**src/rtl/core/pbm_pkg.sv**
```systemverilog
// ----------------------------------------------------------------------------
// pbm_pkg
// Shared constants, request and status codes, and the command and status
// structs that join the packed bit matrix controller and datapath.
// ----------------------------------------------------------------------------
package pbm_pkg;

  localparam int unsigned MaxWidth   = 256;
  localparam int unsigned MaxHeight  = 256;
  localparam int unsigned WordBits   = 32;
  localparam int unsigned LogBits    = $clog2(WordBits);
  localparam int unsigned RowStride  = (MaxWidth + WordBits - 1) / WordBits;
  localparam int unsigned StoreWords = MaxHeight * RowStride;

  localparam int unsigned DimW     = 9;
  localparam int unsigned ColW     = 8;
  localparam int unsigned RowW     = 8;
  localparam int unsigned KindW    = 3;
  localparam int unsigned StatusW  = 2;
  localparam int unsigned CfgIdxW  = 1;
  localparam int unsigned WordIdxW = $clog2(RowStride);
  localparam int unsigned AddrW    = $clog2(StoreWords);

  // Request kinds
  localparam logic [KindW-1:0] KindFlip      = 3'd0;
  localparam logic [KindW-1:0] KindFill      = 3'd1;
  localparam logic [KindW-1:0] KindRead      = 3'd2;
  localparam logic [KindW-1:0] KindFindFirst = 3'd3;
  localparam logic [KindW-1:0] KindFindLast  = 3'd4;

  // Result status codes
  localparam logic [StatusW-1:0] StatusOk    = 2'd0;
  localparam logic [StatusW-1:0] StatusBad   = 2'd1;
  localparam logic [StatusW-1:0] StatusEmpty = 2'd2;

  // Configuration register indexes
  localparam logic [CfgIdxW-1:0] RegWidth  = 1'b0;
  localparam logic [CfgIdxW-1:0] RegHeight = 1'b1;

  typedef enum logic {
    SRC_RES,
    SRC_WORD
  } out_src_e;

  typedef struct packed {
    logic               load_req;
    logic               clr_wr;
    logic               rd_en;
    logic               wr_en;
    logic               cnt_init;
    logic               cnt_step;
    logic               res_set;
    logic [StatusW-1:0] res_status;
    logic               res_found;
    logic               out_load;
    out_src_e           out_src;
  } pbm_cmd_t;

  typedef struct packed {
    logic [KindW-1:0] kind;
    logic             req_bad;
    logic             at_end;
    logic             hit;
    logic             clr_done;
    logic             out_free;
  } pbm_stat_t;

endpackage

```
**src/rtl/core/pbm_ctrl.sv**
```systemverilog
// ----------------------------------------------------------------------------
// pbm_ctrl
// Request sequencer: clearing pass, decode, read-modify-write walks, row
// reads and pipelined scans over the word memory.
// ----------------------------------------------------------------------------
module pbm_ctrl (
  input  logic              clk_i,
  input  logic              rst_ni,
  input  logic              in_valid_i,
  output logic              in_ready_o,
  input  pbm_pkg::pbm_stat_t stat_i,
  output pbm_pkg::pbm_cmd_t  cmd_o
);

  localparam logic [3:0] StClear    = 4'd0;
  localparam logic [3:0] StIdle     = 4'd1;
  localparam logic [3:0] StDecode   = 4'd2;
  localparam logic [3:0] StRdMod    = 4'd3;
  localparam logic [3:0] StWrMod    = 4'd4;
  localparam logic [3:0] StRdRow    = 4'd5;
  localparam logic [3:0] StEmitWord = 4'd6;
  localparam logic [3:0] StScan0    = 4'd7;
  localparam logic [3:0] StScan     = 4'd8;
  localparam logic [3:0] StTail     = 4'd9;
  localparam logic [3:0] StEmit     = 4'd10;

  logic [3:0]        state_q, state_d;
  pbm_pkg::pbm_cmd_t cmd;

  always_comb begin
    cmd        = '0;
    state_d    = state_q;
    in_ready_o = 1'b0;
    unique case (state_q)
      StClear: begin
        cmd.clr_wr = 1'b1;
        if (stat_i.clr_done) begin
          state_d = StIdle;
        end
      end
      StIdle: begin
        in_ready_o = 1'b1;
        if (in_valid_i) begin
          cmd.load_req = 1'b1;
          state_d      = StDecode;
        end
      end
      StDecode: begin
        if (stat_i.req_bad) begin
          cmd.res_set    = 1'b1;
          cmd.res_status = pbm_pkg::StatusBad;
          state_d        = StEmit;
        end else begin
          cmd.cnt_init = 1'b1;
          case (stat_i.kind) inside
            pbm_pkg::KindFlip, pbm_pkg::KindFill: begin
              state_d = StRdMod;
            end
            pbm_pkg::KindRead: begin
              state_d = StRdRow;
            end
            default: begin
              state_d = StScan0;
            end
          endcase
        end
      end
      StRdMod: begin
        cmd.rd_en = 1'b1;
        state_d   = StWrMod;
      end
      StWrMod: begin
        cmd.wr_en = 1'b1;
        if (stat_i.at_end) begin
          cmd.res_set    = 1'b1;
          cmd.res_status = pbm_pkg::StatusOk;
          state_d        = StEmit;
        end else begin
          cmd.cnt_step = 1'b1;
          state_d      = StRdMod;
        end
      end
      StRdRow: begin
        cmd.rd_en = 1'b1;
        state_d   = StEmitWord;
      end
      StEmitWord: begin
        if (stat_i.out_free) begin
          cmd.out_load = 1'b1;
          cmd.out_src  = pbm_pkg::SRC_WORD;
          if (stat_i.at_end) begin
            state_d = StIdle;
          end else begin
            cmd.cnt_step = 1'b1;
            state_d      = StRdRow;
          end
        end
      end
      StScan0: begin
        cmd.rd_en = 1'b1;
        if (stat_i.at_end) begin
          state_d = StTail;
        end else begin
          cmd.cnt_step = 1'b1;
          state_d      = StScan;
        end
      end
      StScan: begin
        // check the word read last cycle while issuing the next one
        if (stat_i.hit) begin
          cmd.res_set    = 1'b1;
          cmd.res_status = pbm_pkg::StatusOk;
          cmd.res_found  = 1'b1;
          state_d        = StEmit;
        end else begin
          cmd.rd_en = 1'b1;
          if (stat_i.at_end) begin
            state_d = StTail;
          end else begin
            cmd.cnt_step = 1'b1;
          end
        end
      end
      StTail: begin
        cmd.res_set = 1'b1;
        if (stat_i.hit) begin
          cmd.res_status = pbm_pkg::StatusOk;
          cmd.res_found  = 1'b1;
        end else begin
          cmd.res_status = pbm_pkg::StatusEmpty;
        end
        state_d = StEmit;
      end
      StEmit: begin
        if (stat_i.out_free) begin
          cmd.out_load = 1'b1;
          cmd.out_src  = pbm_pkg::SRC_RES;
          state_d      = StIdle;
        end
      end
      default: begin
        state_d = StIdle;
      end
    endcase
  end

  assign cmd_o = cmd;

  always_ff @(posedge clk_i or negedge rst_ni) begin
    if (!rst_ni) begin
      state_q <= StClear;
    end else begin
      state_q <= state_d;
    end
  end

endmodule

```
**config.mk**
```make
export PLATFORM = sky130hd
export DESIGN_NAME = pbm_ctrl
export DESIGN_NICKNAME = d
export VERILOG_FILES = /design/src/rtl/core/pbm_pkg.sv /design/src/rtl/core/pbm_ctrl.sv
export SDC_FILE = /design/constraint.sdc
export NUM_CORES = 1
export LEC_CHECK = 0
export ABC_AREA = 1
export BUFFER_PORTS_ARGS = -buffer_cell sky130_fd_sc_hd__buf_2
export CAP_MARGIN = 20
export CORE_AREA = 2 2 39 41
export DETAILED_ROUTE_END_ITERATION = 6
export DIE_AREA = 0 0 41 43
export PLACE_DENSITY = 0.73
export RECOVER_POWER = 25
export SYNTH_ARGS = -nofsm -noshare
export SYNTH_HDL_FRONTEND = slang
export SYNTH_SLANG_ARGS = --single-unit
```
**constraint.sdc**
```tcl
create_clock -name clk_i -period 3.1 [get_ports clk_i]
set_input_delay 0.155 -clock clk_i [delete_from_list [all_inputs] [get_ports clk_i]]
set_output_delay 0.155 -clock clk_i [all_outputs]
set_load 0.02 [all_outputs]
```
==> results of run 1 <==
[logic make-up (layout without fill, tap and decap cells)]
| logic type | Yosys count | after routing | share of synthesized area (%) |
|---|---|---|---|
| AO/OA/AOI/OAI | 6 | 6 | 6.94 |
| buffers and inverters | 19 | 45 | 14.4 |
| AND/OR/NAND/NOR | 72 | 72 | 59.6 |
| flip-flops | 4 | 4 | 19.1 |
[synth_stat cells (all sizes together)]
library cell | instances | area share [%]
nand2 | 31 | 23
nor2 | 26 | 22
inv | 18 | 13
nand3 | 12 | 11
dfrtp | 4 | 19
nor3 | 2 | 1.9
o21ai | 2 | 1.9
a21oi | 1 | 0.96
a31oi | 1 | 1.2
buf | 1 | 1.4
nand3b | 1 | 1.4
o211ai | 1 | 1.4
o21bai | 1 | 1.4
[power groups by stage]
stage	Clock [uW]	Combinational, uW	Sequential, uW
final	61.3	414	108
after global routing	68.6	466	113
after CTS	65.1	413	107
after detailed placement	0	411	108
after global placement	0	408	107
after floorplan	0	314	94.5
[worst max path at each step]
| stage | from | endpoint | slack (ps) | cells after the start |
|---|---|---|---|---|
| 5_1_grt | state_q[3]$_DFFE_PN0P_ | cmd_o[6] | 1280 | 6 |
| 3_3_place_gp | state_q[3]$_DFFE_PN0P_ | cmd_o[6] | 1730 | 6 |
| 3_5_place_dp | state_q[3]$_DFFE_PN0P_ | cmd_o[6] | 1680 | 6 |
| 2_1_floorplan | state_q[3]$_DFFE_PN0P_ | cmd_o[6] | 1500 | 6 |
| 4_1_cts | state_q[3]$_DFFE_PN0P_ | cmd_o[6] | 1430 | 6 |
| 6_report | state_q[3]$_DFFE_PN0P_ | cmd_o[6] | 1430 | 6 |
[tightest hold or removal path, cell delays in order]
cell     delay (ps)
buf_2            70
inv_1            40
nand3_1         100
nand2_1          70
[layer usage]
| metal | track usage (%) | wire length [um] | vias to the layer above |
|---|---|---|---|
| li1 | - | - | 367 |
| met1 | 25.5 | 629 | 321 |
| met2 | 31.9 | 756 | 36 |
| met3 | 2.09 | 110 | 2 |
| met4 | 8.00 | 19 | 0 |
| met5 | 0 | 0 | - |
[timing repair]
action	CTS	global route
hold buffers	1	0
endpoints found under the hold margin	4	0
buffers inserted	0	0
[placed cells by master, fill, tap and decap left out, drive strengths merged, types with 2 or more instances in the layout]
| cell | count |
|---|---|
| nor3 | 2 |
| dfrtp | 4 |
| nand2 | 31 |
| o21ai | 2 |
| buf | 22 |
| inv | 18 |
| clkbuf | 4 |
| nand3 | 12 |
| nor2 | 26 |
[cell type report]
type	count	area share, %
clock buffer	3	3.30
timing repair buffer	24	18.2
multi-input combinational	78	51.0
tap	16	2.94
sequential	4	14.7
inverter	18	9.91
[per-stage QoR]
stage               std cells  setup slack [ps]  utilization [%]  total power, uW
CTS                       143              1430             49.4              585
detailed placement        139              1680             47.0              519
floorplan                 101              1500                -              408
global route              143              1280             49.3              647
global placement          139              1730             47.0              515
finish                    143              1430             49.3              583
==> results.txt, run 1 <==
total grt overflow: 0
Row Count: 14
Syn Inst Count: 101
antenna-violating nets left: 0
WP data arrival: 1510 ps
DRC: 0
final instance area: 682 sq um
H-Tree Level Count: 1
worst-margin pin slew: 295 ps
f_max: 600 MHz
crit-path leading delay family: simple AND/OR/NAND/NOR gates
Starting DRT DRC Count: 22
fillers: 163
syn_nets: 112
Post-Route WL: 1510 um
Worst Setup End Kind: output pin
Min-Delay Path Depth: 4
Placed Area: 651 sq um
Setup violations, final: 0
DPL Wire Length: 1300 um
TNS Setup: 0 ps
cell area after synthesis: 523 sq um
Largest regs: state_q: 4 flops
R2R Setup Slk: 1780 ps
CTS Buf Count: 3
register area: 100 sq um
Tmin final: 1670 ps
largest net degree at the start of global routing: 9
P&R area growth vs syn: 30.4%
PD cells: 856 nW/um^2
reg-to-reg startpoint: state_q[0]$_DFFE_PN0P_
hold_sp: in_valid_i
Seq/Total Area, Yosys: 19.1%
share of layout cells above drive strength 1: 29.9%
sw frac: 57.5%
vias in the first global route: 626
Sequential Power Share: 18.6%
worst path required time: 2940 ps
# nets final: 140
Mean Syn Cell Area: 5.18 sq um
vias per cell: 5.08
Worst-Skew Late Latency: 230 ps
Max-Cap Viols: 0
gpl congestion: 0.911
DIE WIDTH: 41 um
Netlist cell types: 16
I/O pin total: 24
DR WL/cell: 10.6 um
max reg flops: 4
antenna diode instance count: 0
status: finished, final reports clean
Hold Path Class: input port to register
Fin. Hold Viols: 0
Clk pwr share: 10.5%
Internal: 248 uW
CTS Buffer Depth: 2
Top reg by flops: state_q
CP Cell Sequence: nor2_1, nand2_2, nor2_2, inv_2, a31oi_1, buf_2
final max-slew violation count: 0
Die Y-Extent: 43 um
GR Util All Layers: 19.8%
global-route wire length before repair: 2430 um
WS Path Type: register to output pin
Switch Pwr: 335 uW
Final Skew: 3.17 ps
DR pass1 iterations: 4
Min-Delay Endpoint: state_q[0]$_DFFE_PN0P_
Crit Reg-Reg Endpoint: state_q[0]$_DFFE_PN0P_
Rel. slew slack: 80.2%
clock slew at reported path FFs: 40 ps
fin crit share: 53.8%
Worst setup SP type: register
FF-to-FF path depth: 8
CP max FO: 8
Min Hold Slack: 255 ps
clk sinks: 4
Vias: 726
Initial Util: 37.8%
full die area: 1760 sq um
WP buf/inv: 2
Logic pwr share: 70.9%
slowest stage cell, crit path: dfrtp_1
area occupied by multi-input gates: 348 sq um
peak supply drop: 0.411 mV
PortBufs: 23
core area: 1380 sq um
CTS tree: done
Synth Warn #: 0
#FFs+latches synth: 4
RSZ-0062 raised after global routing: no
Static Leakage: 0.000448 uW
initial antenna violation count: 0
cells resized by post-CTS repair: 0
CP peak stage delay: 460 ps
CTS Root Cell: clkbuf_4
No activity file was read; power rests on OpenSTA's default activity.
==> inputs of run 2 (changes only) <==
--- a/config.mk
+++ b/config.mk
@@ -8,10 +8,10 @@
 export ABC_AREA = 1
 export BUFFER_PORTS_ARGS = -buffer_cell sky130_fd_sc_hd__buf_2
 export CAP_MARGIN = 20
-export CORE_AREA = 2 2 39 41
+export CORE_MARGIN = 1
+export CORE_UTILIZATION = 40
 export DETAILED_ROUTE_END_ITERATION = 6
-export DIE_AREA = 0 0 41 43
-export PLACE_DENSITY = 0.73
+export PLACE_DENSITY = 0.77
 export RECOVER_POWER = 25
 export SYNTH_ARGS = -nofsm -noshare
 export SYNTH_HDL_FRONTEND = slang
==> constraint.sdc (replaced) <==
create_clock -name clk_i -period 1.4 [get_ports clk_i]
set_input_delay 0.07 -clock clk_i [delete_from_list [all_inputs] [get_ports clk_i]]
set_output_delay 0.07 -clock clk_i [all_outputs]
set_load 0.02 [all_outputs]
==> run 2 against run 1 <==
The run now ends with setup timing left. Global-route usage rose by 5.4 points. Largest cell class unchanged. Die area shrank 17%. Combinational power grew to 2.7 times the previous value. Sequential power increased to 2.9 times the previous value. Clock power increased by 130%. Cell area up 19%. Count of clock-buffer cells in the layout did not move. Critical path depth is 1 lower.
==> results.txt, run 2 (synthesis gave the netlist of run 1 again) <==
CP endpoint: cmd_o[6]
GR Util All Layers: 25.2% (+5.4 points)
Top reg by flops: state_q
P&R area growth vs syn: 55.3%
antenna-violating nets left: 0 (unchanged)
DRC: 0 (unchanged)
met2 usage: 40.7% (+8.8 points)
Min Hold Slack: 142 ps (-112 ps)
Max-Cap Viols: 0 (unchanged)
DR pass1 iterations: 4 (unchanged)
WP buf/inv: 2 (unchanged)
Post-Place Cells: 138 (-0.72%)
FF-to-FF path depth: 8 (unchanged)
share of layout cells above drive strength 1: 45.5% (+16 points)
Setup violations, final: 6 (+6)
CTS Buffer Depth: 2 (unchanged)
Hold Path Class: input port to register
DIE WIDTH: 38.2 um (-6.9%)
peak supply drop: 1.31 mV (+220%)
core area: 1160 sq um (-16%)
most common cell after layout, fill and taps aside: nand2_1
Worst Setup End Kind: output pin
CTS tree: done
total grt overflow: 0 (unchanged)
Rel. slew slack: 84.0% (+3.8 points)
reg-to-reg startpoint: state_q[3]$_DFFE_PN0P_
Crit. Startpoint: state_q[3]$_DFFE_PN0P_
fillers: 98 (-40%)
Fin. Hold Viols: 0 (unchanged)
gpl congestion: 0.863 (-5.2%)
I/O pin total: 24 (unchanged)
Crit Reg-Reg Endpoint: state_q[2]$_DFFE_PN0P_
fin crit share: 105%
CP peak stage delay: 490 ps (+30 ps)
cell depth of the worst setup path: 5 (-1)
largest net degree at the start of global routing: 9 (unchanged)
Tmin final: 1460 ps
R2R Setup Slk: 70 ps (-1710 ps)
initial antenna violation count: 0 (unchanged)
antenna diode instance count: 0 (unchanged)
CTS Root Cell: clkbuf_4
CP max FO: 8 (unchanged)
crit-path leading delay family: flip-flops
max reg flops: 4 (unchanged)
met3 GRT Util: 6.40% (+4.3 points)
Starting DRT DRC Count: 23 (+4.5%)
Row Count: 12 (-2)
clock slew at reported path FFs: 40 ps (about the same)
Final Skew: 5.85 ps (+2.68 ps)
Post-Route WL: 1650 um (+9.0%)
global-route wire length before repair: 2600 um (+7.1%)
vias per cell: 5.09 (+0.24%)
Die Y-Extent: 38.2 um (-11%)
status: finished, violations left
worst-margin pin slew: 240 ps (-55.5 ps)
Vias: 743 (+2.3%)
total power: 1570 uW (+170%)
TNS Setup: -169 ps (-169 ps)
vias in the first global route: 620 (-0.96%)
PortBufs: 23 (unchanged)
commonest non-fill, non-tap cells in the layout: 27 x nand2_1, 16 x buf_2, 15 x nor2_1
pre-CTS setup slack: 60.6 ps (-1620 ps)
WP data arrival: 1390 ps (-120 ps)
# nets final: 145 (+3.6%)
CP Cell Sequence: inv_4, nor2_4, nand3_2, a31oi_2, buf_4
PD cells: 1930 nW/um^2 (+130%)
Initial Util: 45.2% (+7.4 points)
Final WS setup: -64.3 ps (-1500 ps)
slowest stage cell, crit path: dfrtp_2
Worst setup SP type: register
Static Leakage: 0.000477 uW (+6.4%)
routing usage on met1: 33.0% (+7.5 points)
WS Path Type: register to output pin
GRT Max-Usage Layer: met2
Worst-Skew Late Latency: 230 ps (about the same)
failing checks: setup timing
Largest regs: state_q: 4 flops
RSZ-0062 raised after global routing: yes
clk sinks: 4 (unchanged)
full die area: 1460 sq um (-17%)
worst path required time: 1330 ps (-1610 ps)
final max-slew violation count: 0 (unchanged)
DR WL/cell: 11.3 um (+6.8%)
Final Non-Filler Cells: 146 (+2.1%)
CTS Buf Count: 3 (unchanged)
f_max: 683 MHz
H-Tree Level Count: 1 (unchanged)
DPL Wire Length: 1170 um (-10%)
run 2: changes by cell type in the layout (fill, tap and decap cells not counted), moves of 4 or more:
cell,previous run,this run
dfrtp_2,0,4
nor2_4,0,5
nor2_1,19,15
buf_2,22,16
buf_4,0,10
dfrtp_1,4,0
run 2: final cells by class:
class / count / area [sq um] / area share [%]
timing repair buffer: 29 / 180 / 22.2
multi-input combinational: 78 / 412 / 50.7
inverter: 18 / 75.1 / 9.24
tap: 14 / 17.5 / 2.16
sequential: 4 / 105 / 12.9
clock buffer: 3 / 22.5 / 2.77
run 2: worst min-delay path by stage:
stage | slack (ps) | end | startpoint | depth (start not counted)
detailed placement | -120 | state_q[2]$_DFFE_PN0P_ | rst_ni | 1
floorplan | -230 | state_q[0]$_DFFE_PN0P_ | rst_ni | 0
finish | 140 | state_q[0]$_DFFE_PN0P_ | in_valid_i | 4
global placement | -130 | state_q[2]$_DFFE_PN0P_ | rst_ni | 1
global route | 160 | state_q[0]$_DFFE_PN0P_ | in_valid_i | 4
CTS | 140 | state_q[0]$_DFFE_PN0P_ | in_valid_i | 4
run 2: through the flow:
| stage | util (%) | instance area, sq um |
|---|---|---|
| after floorplan | - | 534 |
| after global placement | 57.7 | 667 |
| after detailed placement | 57.7 | 667 |
| after CTS | 67.4 | 779 |
| after global routing | 70.2 | 812 |
| final | 70.2 | 812 |
run 2: report_power, final:
group | internal (uW) | switching, uW
Sequential | 175 | 137
Clock | 95.7 | 44.9
Combinational | 424 | 695
Total | 694 | 877
run 2: repair_timing:
| item | 4_1_cts | 5_1_grt |
|---|---|---|
| resized for setup | 24 | 6 |
| endpoints found under the setup margin | 8 | 14 |
| hold buffers | 1 | 0 |
| buffers inserted | 2 | 2 |
| pin swaps | 0 | 1 |
| hold endpoints to repair | 4 | 0 |
run 2: metal layers:
metal  vias up  wire length [um]
met5         -                 0
met4         0                28
met3         4                92
met2        33               793
met1       332               736
li1        374                 -
run 2: worst reg2reg max path, delay by kind of cell, from the launching register on:
family / cells / cell delay [ps]
buffers and inverters: 1 / 130
DFF: 1 / 490
and+or+nand+nor: 7 / 600
==> inputs of run 3 (changes only) <==
--- a/config.mk
+++ b/config.mk
@@ -7,11 +7,11 @@
 export LEC_CHECK = 0
 export ABC_AREA = 1
 export BUFFER_PORTS_ARGS = -buffer_cell sky130_fd_sc_hd__buf_2
-export CAP_MARGIN = 20
+export CAP_MARGIN = 10
 export CORE_MARGIN = 1
 export CORE_UTILIZATION = 40
 export DETAILED_ROUTE_END_ITERATION = 6
-export PLACE_DENSITY = 0.77
+export PLACE_DENSITY = 0.83
 export RECOVER_POWER = 25
 export SYNTH_ARGS = -nofsm -noshare
 export SYNTH_HDL_FRONTEND = slang
==> run 3 against run 2 <==
The run still ends with setup timing left. Combinational power increased by 25%. Wire length increased by 26%. Sequential share of layout area decreased by 1.7 points. Fmax decreased by 3.3%. Cell area increased by 15%. Die area unchanged. Core utilization increased by 10 points. Flip-flop and latch count unchanged. Total power increased by 18%. Clock power about the same. Critical path type unchanged. Highest routed layer unchanged.
==> results.txt, run 3 (synthesis gave the netlist of run 1 again) <==
RSZ-0062 raised after global routing: yes
Setup violations, final: 6 (unchanged)
CP max FO: 6 (-2)
clock slew at reported path FFs: 30 ps (about the same)
reg-to-reg startpoint: state_q[3]$_DFFE_PN0P_
status: finished, violations left
WP data arrival: 1450 ps (+60 ps)
Static Leakage: 0.000539 uW (+13%)
Fin. Hold Viols: 0 (unchanged)
fin crit share: 108% (+3.6 points)
Max-Cap Viols: 0 (unchanged)
Initial Util: 45.2% (unchanged)
vias in the first global route: 709 (+14%)
full die area: 1460 sq um (unchanged)
antenna diode instance count: 0 (unchanged)
DR pass1 iterations: 4 (unchanged)
final max-slew violation count: 0 (unchanged)
Worst setup SP type: register
Worst Setup End Kind: output pin
CTS tree: done
Final Skew: 2.98 ps (-2.87 ps)
Top reg by flops: state_q
total power: 1850 uW (+18%)
share of layout cells above drive strength 1: 54.3% (+8.8 points)
vias per cell: 5.53 (+8.7%)
commonest non-fill, non-tap cells in the layout: 22 x nand2_1, 17 x buf_4, 14 x nor2_1, 14 x buf_2, 10 x nand3_1
worst path required time: 1330 ps (about the same)
Min-Delay Endpoint: state_q[0]$_DFFE_PN0P_
clk sinks: 4 (unchanged)
Final WS setup: -115 ps (-50.7 ps)
CTS Root Cell: clkbuf_4
CTS Buf Count: 3 (unchanged)
Worst-Skew Late Latency: 230 ps (about the same)
Die Y-Extent: 38.2 um (unchanged)
peak supply drop: 1.29 mV (-1.4%)
worst-margin pin slew: 275 ps (+34.7 ps)
Tmin final: 1520 ps (+50.7 ps)
DRT met1 WL: 697 um (-5.3%)
max reg flops: 4 (unchanged)
Met3 Wirelength: 191 um (+110%)
DIE WIDTH: 38.2 um (unchanged)
DPL Wire Length: 1180 um (+0.72%)
P&R area growth vs syn: 78.5%
Rel. slew slack: 81.7% (-2.3 points)
PortBufs: 23 (unchanged)
WS Path Type: register to output pin
failing checks: setup timing
H-Tree Level Count: 1 (unchanged)
Post-Route WL: 2080 um (+26%)
global-route wire length before repair: 2800 um (+7.7%)
met2 routed WL: 1100 um (+39%)
core area: 1160 sq um (unchanged)
Crit Reg-Reg Endpoint: state_q[0]$_DFFE_PN0P_
GR Util All Layers: 28.0% (+2.8 points)
Row Count: 12 (unchanged)
f_max: 660 MHz (-3.3%)
Starting DRT DRC Count: 34 (+48%)
# nets final: 153 (+5.5%)
DR top layer: met4
PD cells: 1990 nW/um^2 (+2.7%)
Hold Path Class: input port to register
I/O pin total: 24 (unchanged)
gpl congestion: 0.963 (+11%)
fillers: 82 (-16%)
initial antenna violation count: 0 (unchanged)
CTS Buffer Depth: 2 (unchanged)
largest net degree at the start of global routing: 7 (-2)
Largest regs: state_q: 4 flops
antenna-violating nets left: 0 (unchanged)
hold_sp: in_valid_i
most common cell after layout, fill and taps aside: nand2_1
DR WL/cell: 13.5 um (+19%)
Min-Delay Path Depth: 4 (unchanged)
R2R Setup Slk: 10 ps (-60 ps)
total grt overflow: 0 (unchanged)
DRC: 0 (unchanged)
Vias: 852 (+15%)
FF-to-FF path depth: 9 (+1)
end-of-flow core utilization: 80.7% (+10 points)
run 3: metrics by stage:
step	instance area [sq um]	TNS (ps)	hold WS [ps]	instances	worst slack (ps)
6_report	933	-325	170	154	-115
5_1_grt	933	-1120	208	154	-178
4_1_cts	803	-125	154	145	-51.5
3_5_place_dp	659	0	-123	137	41.4
3_3_place_gp	659	0	-125	137	68.1
2_1_floorplan	534	0	-226	101	58.6
run 3: worst max path at each step:
stage,slack [ps],to,cells after the start,start
CTS,-50,cmd_o[6],6,state_q[3]$_DFFE_PN0P_
finish,-120,cmd_o[6],5,state_q[3]$_DFFE_PN0P_
detailed placement,40,cmd_o[6],6,state_q[3]$_DFFE_PN0P_
global placement,70,cmd_o[6],6,state_q[3]$_DFFE_PN0P_
floorplan,60,cmd_o[6],6,state_q[3]$_DFFE_PN0P_
global route,-180,cmd_o[6],5,state_q[3]$_DFFE_PN0P_
run 3: per-layer routing:
layer	global-route usage [%]	vias to the layer above
li1	-	396
met5	0	-
met4	14.3	0
met3	9.30	14
met1	28.3	379
met2	50.0	63
run 3: critical path, cell delays in order (launching register included):
cell and delay (ps):
dfrtp_2 490, inv_4 90, nor2_4 170, nand3_2 120, a31oi_2 180, buf_4 160
run 3: layout make-up:
| class | instances | area (sq um) | share of cell area, % |
|---|---|---|---|
| flip-flops and latches | 4 | 105 | 11.3 |
| inverters | 18 | 75.1 | 8.04 |
| well taps | 14 | 17.5 | 1.88 |
| repair buffers | 37 | 265 | 28.4 |
| clock buffers | 3 | 22.5 | 2.41 |
| multi-input cells | 78 | 448 | 48.0 |
run 3: what timing repair did:
item | 4_1_cts | 5_1_grt
cloned | 0 | 0
hold endpoints to repair | 4 | 0
resized for setup | 24 | 22
hold buffers | 1 | 0
setup buffers | 4 | 9
setup endpoints to repair | 9 | 14
pin swaps | 5 | 8
run 3: power breakdown:
part / switching [uW] / internal, uW / total [uW]
clock network: 44.0 / 95.7 / 140
logic: 820 / 583 / 1400
registers: 137 / 175 / 312
